$ cat src/design/sru_ram.sv
// Generic single-port-write, single-port-read RAM with a registered read.
module sru_ram #(
	parameter int WIDTH = 32,
	parameter int DEPTH = 16
) (
	input  logic                     clk,
	input  logic                     we,
	input  logic [$clog2(DEPTH)-1:0] waddr,
	input  logic [WIDTH-1:0]         wdata,
	input  logic                     re,
	input  logic [$clog2(DEPTH)-1:0] raddr,
	output logic [WIDTH-1:0]         rdata
);

	logic [WIDTH-1:0] mem [DEPTH];

	// Write and registered read; the read data holds while re is low.
	always_ff @(posedge clk) begin
		if (we) begin
			mem[waddr] <= wdata;
		end
		if (re) begin
			rdata <= mem[raddr];
		end
	end

endmodule

$ cat config.mk
export PLATFORM = sky130hd
export DESIGN_NAME = sru_ram
export DESIGN_NICKNAME = d
export VERILOG_FILES = /design/src/design/sru_ram.sv
export SDC_FILE = /design/constraint.sdc
export NUM_CORES = 1
export LEC_CHECK = 0
export BUFFER_PORTS_ARGS = -buffer_cell sky130_fd_sc_hd__buf_2
export CAP_MARGIN = 25
export CORE_ASPECT_RATIO = 1.1
export CORE_MARGIN = 4
export CORE_UTILIZATION = 55
export CTS_CLUSTER_DIAMETER = 60
export DETAILED_ROUTE_END_ITERATION = 8
export HOLD_SLACK_MARGIN = 0.1
export PLACE_DENSITY = 0.83
export SLEW_MARGIN = 40
export SYNTH_ARGS = -nofsm -noshare
export SYNTH_HDL_FRONTEND = slang
export SYNTH_SLANG_ARGS = --single-unit
$ cat constraint.sdc
create_clock -name clk -period 5.7 [get_ports clk]
set_input_delay 1.14 -clock clk [delete_from_list [all_inputs] [get_ports clk]]
set_output_delay 1.14 -clock clk [all_outputs]
set_load 0.05 [all_outputs]
==> results.py <==
metrics = {
    "routing": {
        "detail-route-antenna-nets": 0,
        "avgViaCountPerCell": 6.44,
        "routed_wl_um": 44400,
        "vias": 9462,
        "wl_per_cell_um": 30.2,
        "drcViolationCount": 0,
        "drt_iter0_drc": 1381,
        "first_pass_iters": 5,
    },
    "global_route": {
        "grt.total_usage_pct": 22.7,
        "grt_pass1_wl_um": 65900,
        "overflow": 0,
        "grt_pass1_vias": 9934,
        "grt_max_degree": 70,
        "antenna_found_initial": 3,
    },
    "logic_synthesis": {
        "synth_common_cells": "544 x edfxtp_1, 128 x mux4_2, 64 x a22oi_1",
        "ys_ff_latch": 544,
        "synth_top_area_share_pct": 81.0,
        "synthFlopType": "edfxtp_1",
        "ys_seq_area_share_pct": 81.0,
        "syn_area_mm2": 0.0202,
        "ys_async_sr_fraction_pct": 0,
        "syn_nets": 881,
        "yosys.cell_count.top_type": "edfxtp_1",
        "synth_edf_count": 544,
        "yosys_warnings": 0,
        "synth_cell_types": 17,
        "synth.avg_cell_area_um2": 24.1,
        "synthTopCellsByArea": "edfxtp_1 81%, mux4_2 14%, a22oi_1 2.4%",
        "yosys.area.top_type": "edfxtp_1",
        "syn-instance-count": 838,
    },
    "setup_path": {
        "path_class": "in -> reg",
        "worstReg2RegEnd": "rdata[28]",
        "reg2reg_from": "mem[10][28]",
        "critical-path-max-stage-delay_ns": 0.57,
        "cp.arrival_ns": 3.10,
        "rr_worst_depth": 3,
        "timing.critical_path.slowest_stage_cell": "mux4_2",
        "path_cells": "clkbuf_8 -> buf_4 -> mux4_2 -> a22oi_1 -> nand2_1",
        "end_kind": "flop",
        "startpoint_type": "primary input",
        "path_max_fanout": 53,
        "cp.required_ns": 5.99,
        "reg2reg_slack_ns": 4.08,
    },
    "clocking": {
        "numCtsBuffers": 51,
        "root_buffer": "clkbuf_16",
        "cts_max_path_buffers": 3,
        "cts_tree": "yes",
        "ctsHtreeMaxLevel": 2,
        "cts_sinks": 544,
        "cts_setup_buffers": 0,
        "path_clk_slew_ns": 0.06,
        "clock_latency_ns": 0.55,
        "post_cts_resized": 0,
        "ctsHoldBuffers": 0,
    },
    "floorplanning": {
        "core-area_mm2": 0.0362,
        "die_area_mm2": 0.0398,
        "die_width_um": 191,
        "rows": 73,
        "initial_core_util_pct": 55.8,
        "fp.dieH_um": 209,
        "boundaryPins": 75,
    },
    "worst_hold_path": {
        "hp-start": "mem[14][9]",
        "hold-path-endpoint": "rdata[9]",
        "hold_path.class": "reg -> reg",
        "holdPathStages": 3,
    },
    "power": {
        "p_per_area_mw_per_mm2": 361,
        "leakagePower_uw": 0.00730,
        "vdd_drop_max_uv": 275,
        "power_uw": 8270,
    },
    "final_layout": {
        "final_cells": 1470,
        "syn_to_final_growth_pct": 13.6,
        "final_util_pct": 63.4,
        "final_nets": 990,
        "drive_gt1_share_pct": 32.0,
    },
    "flow_run": {
        "cap_violations": 0,
    },
    "run_status": {
        "status": "finished, final reports clean",
    },
    "sta": {
        "fmax_mhz": 357,
        "setup_viol": 0,
        "whs_ns": 0.743,
        "hold_violations": 0,
        "rsz0062_at_grt": "false",
        "maxSlewViolCount": 0,
        "tns_ns": 0,
        "max_slew_margin_pct": 53.1,
        "timing.final.crit_share_pct": 49.2,
        "tightest_slew_ns": 0.703,
        "period_needed_ns": 2.80,
        "fin_skew_ns": 0.0126,
    },
    "placed_design": {
        "hpwl_um": 21400,
        "gp_congestion": 0.738,
        "placement.io_buffers": 74,
        "placedCellCount": 1380,
    },
}
## per-layer routing
| metal | share of wire (%) | track usage, % | vias to the layer above | wire, µm |
|---|---|---|---|---|
| li1 | - | - | 3816 | - |
| met1 | 37 | 32.6 | 5011 | 16600 |
| met2 | 51 | 37.0 | 552 | 22800 |
| met3 | 8.9 | 4.41 | 81 | 3940 |
| met4 | 2.4 | 5.65 | 2 | 1080 |
| met5 | 0.016 | 0 | - | 7 |
## area by class of cell
| type | count | area, µm² |
|---|---|---|
| diodes | 2 | 5.00 |
| clock buffers | 66 | 1380 |
| multi-input cells | 251 | 3760 |
| fillers | 2319 | 13200 |
| well taps | 487 | 609 |
| clock inverters | 21 | 225 |
| repair buffers | 99 | 613 |
| flip-flops and latches | 544 | 16300 |
## how the worst max path moves through the flow
stage             start   endpoint  slack, ns  depth (start not counted)
2_1_floorplan  waddr[2]  mem[0][0]       1.38                          2
3_3_place_gp   waddr[2]  mem[0][1]       2.11                          4
3_5_place_dp   raddr[0]   rdata[6]       2.26                          5
5_1_grt        raddr[0]   rdata[1]       2.68                          5
4_1_cts        raddr[0]   rdata[6]       2.84                          5
6_report       raddr[0]   rdata[6]       2.90                          5
## cells in the final DEF, fill, tap and decap left out
master      synthesis  final
a22oi_1            64     64
and2_4              0      1
buf_12              0      3
buf_2               4     71
buf_4              11     23
buf_6               2      1
bufinv_16           0      5
clkbuf_1           17     13
clkbuf_16           0     53
clkbuf_8            0      1
clkinv_1            0      8
clkinv_2            0      6
clkinvlp_4          0      2
diode_2             0      2
edfxtp_1          544    544
mux4_2            128    128
nand2_1            33     33
nand2b_1            2      2
nand3_1             1      1
nand3b_1            2      2
nor2_4              0     13
nor2b_4             0      2
nor3_2              0      3
nor3_4              0      1
or3b_2              1      1
## through the flow
step / setup slack [ns] / cell area [µm²]
after global routing: 2.68 / 22900
after floorplan: 1.38 / 20200
after CTS: 2.84 / 22900
final: 2.90 / 22900
after global placement: 2.11 / 21300
after detailed placement: 2.26 / 21300
## power breakdown
group	internal [µW]	switching [µW]
Clock	1910	1370
Combinational	155	296
Sequential	4510	28.2
## logic make-up (layout without fill, tap and decap cells)
group	count (synthesis)	count (layout)	share of synthesized area (%)
DFF	544	544	81.0
muxes	128	128	14.3
AOI/OAI and AO/OA	64	64	2.38
and+or+nand+nor	59	59	1.25
buffers and inverters	43	186	1.10
other	0	2	0
## critical path: cells and delay by family
kind	cells	cell delay (ns)
compound gates	1	0.19
buf+inv	2	1.06
mux	1	0.57
simple gates	1	0.07
## sequential cells by signal, summed over array words and instances, names as in the netlist
| register | cells |
|---|---|
| mem | 512 |
| rdata | 32 |
(Power assumes the default switching activity.)
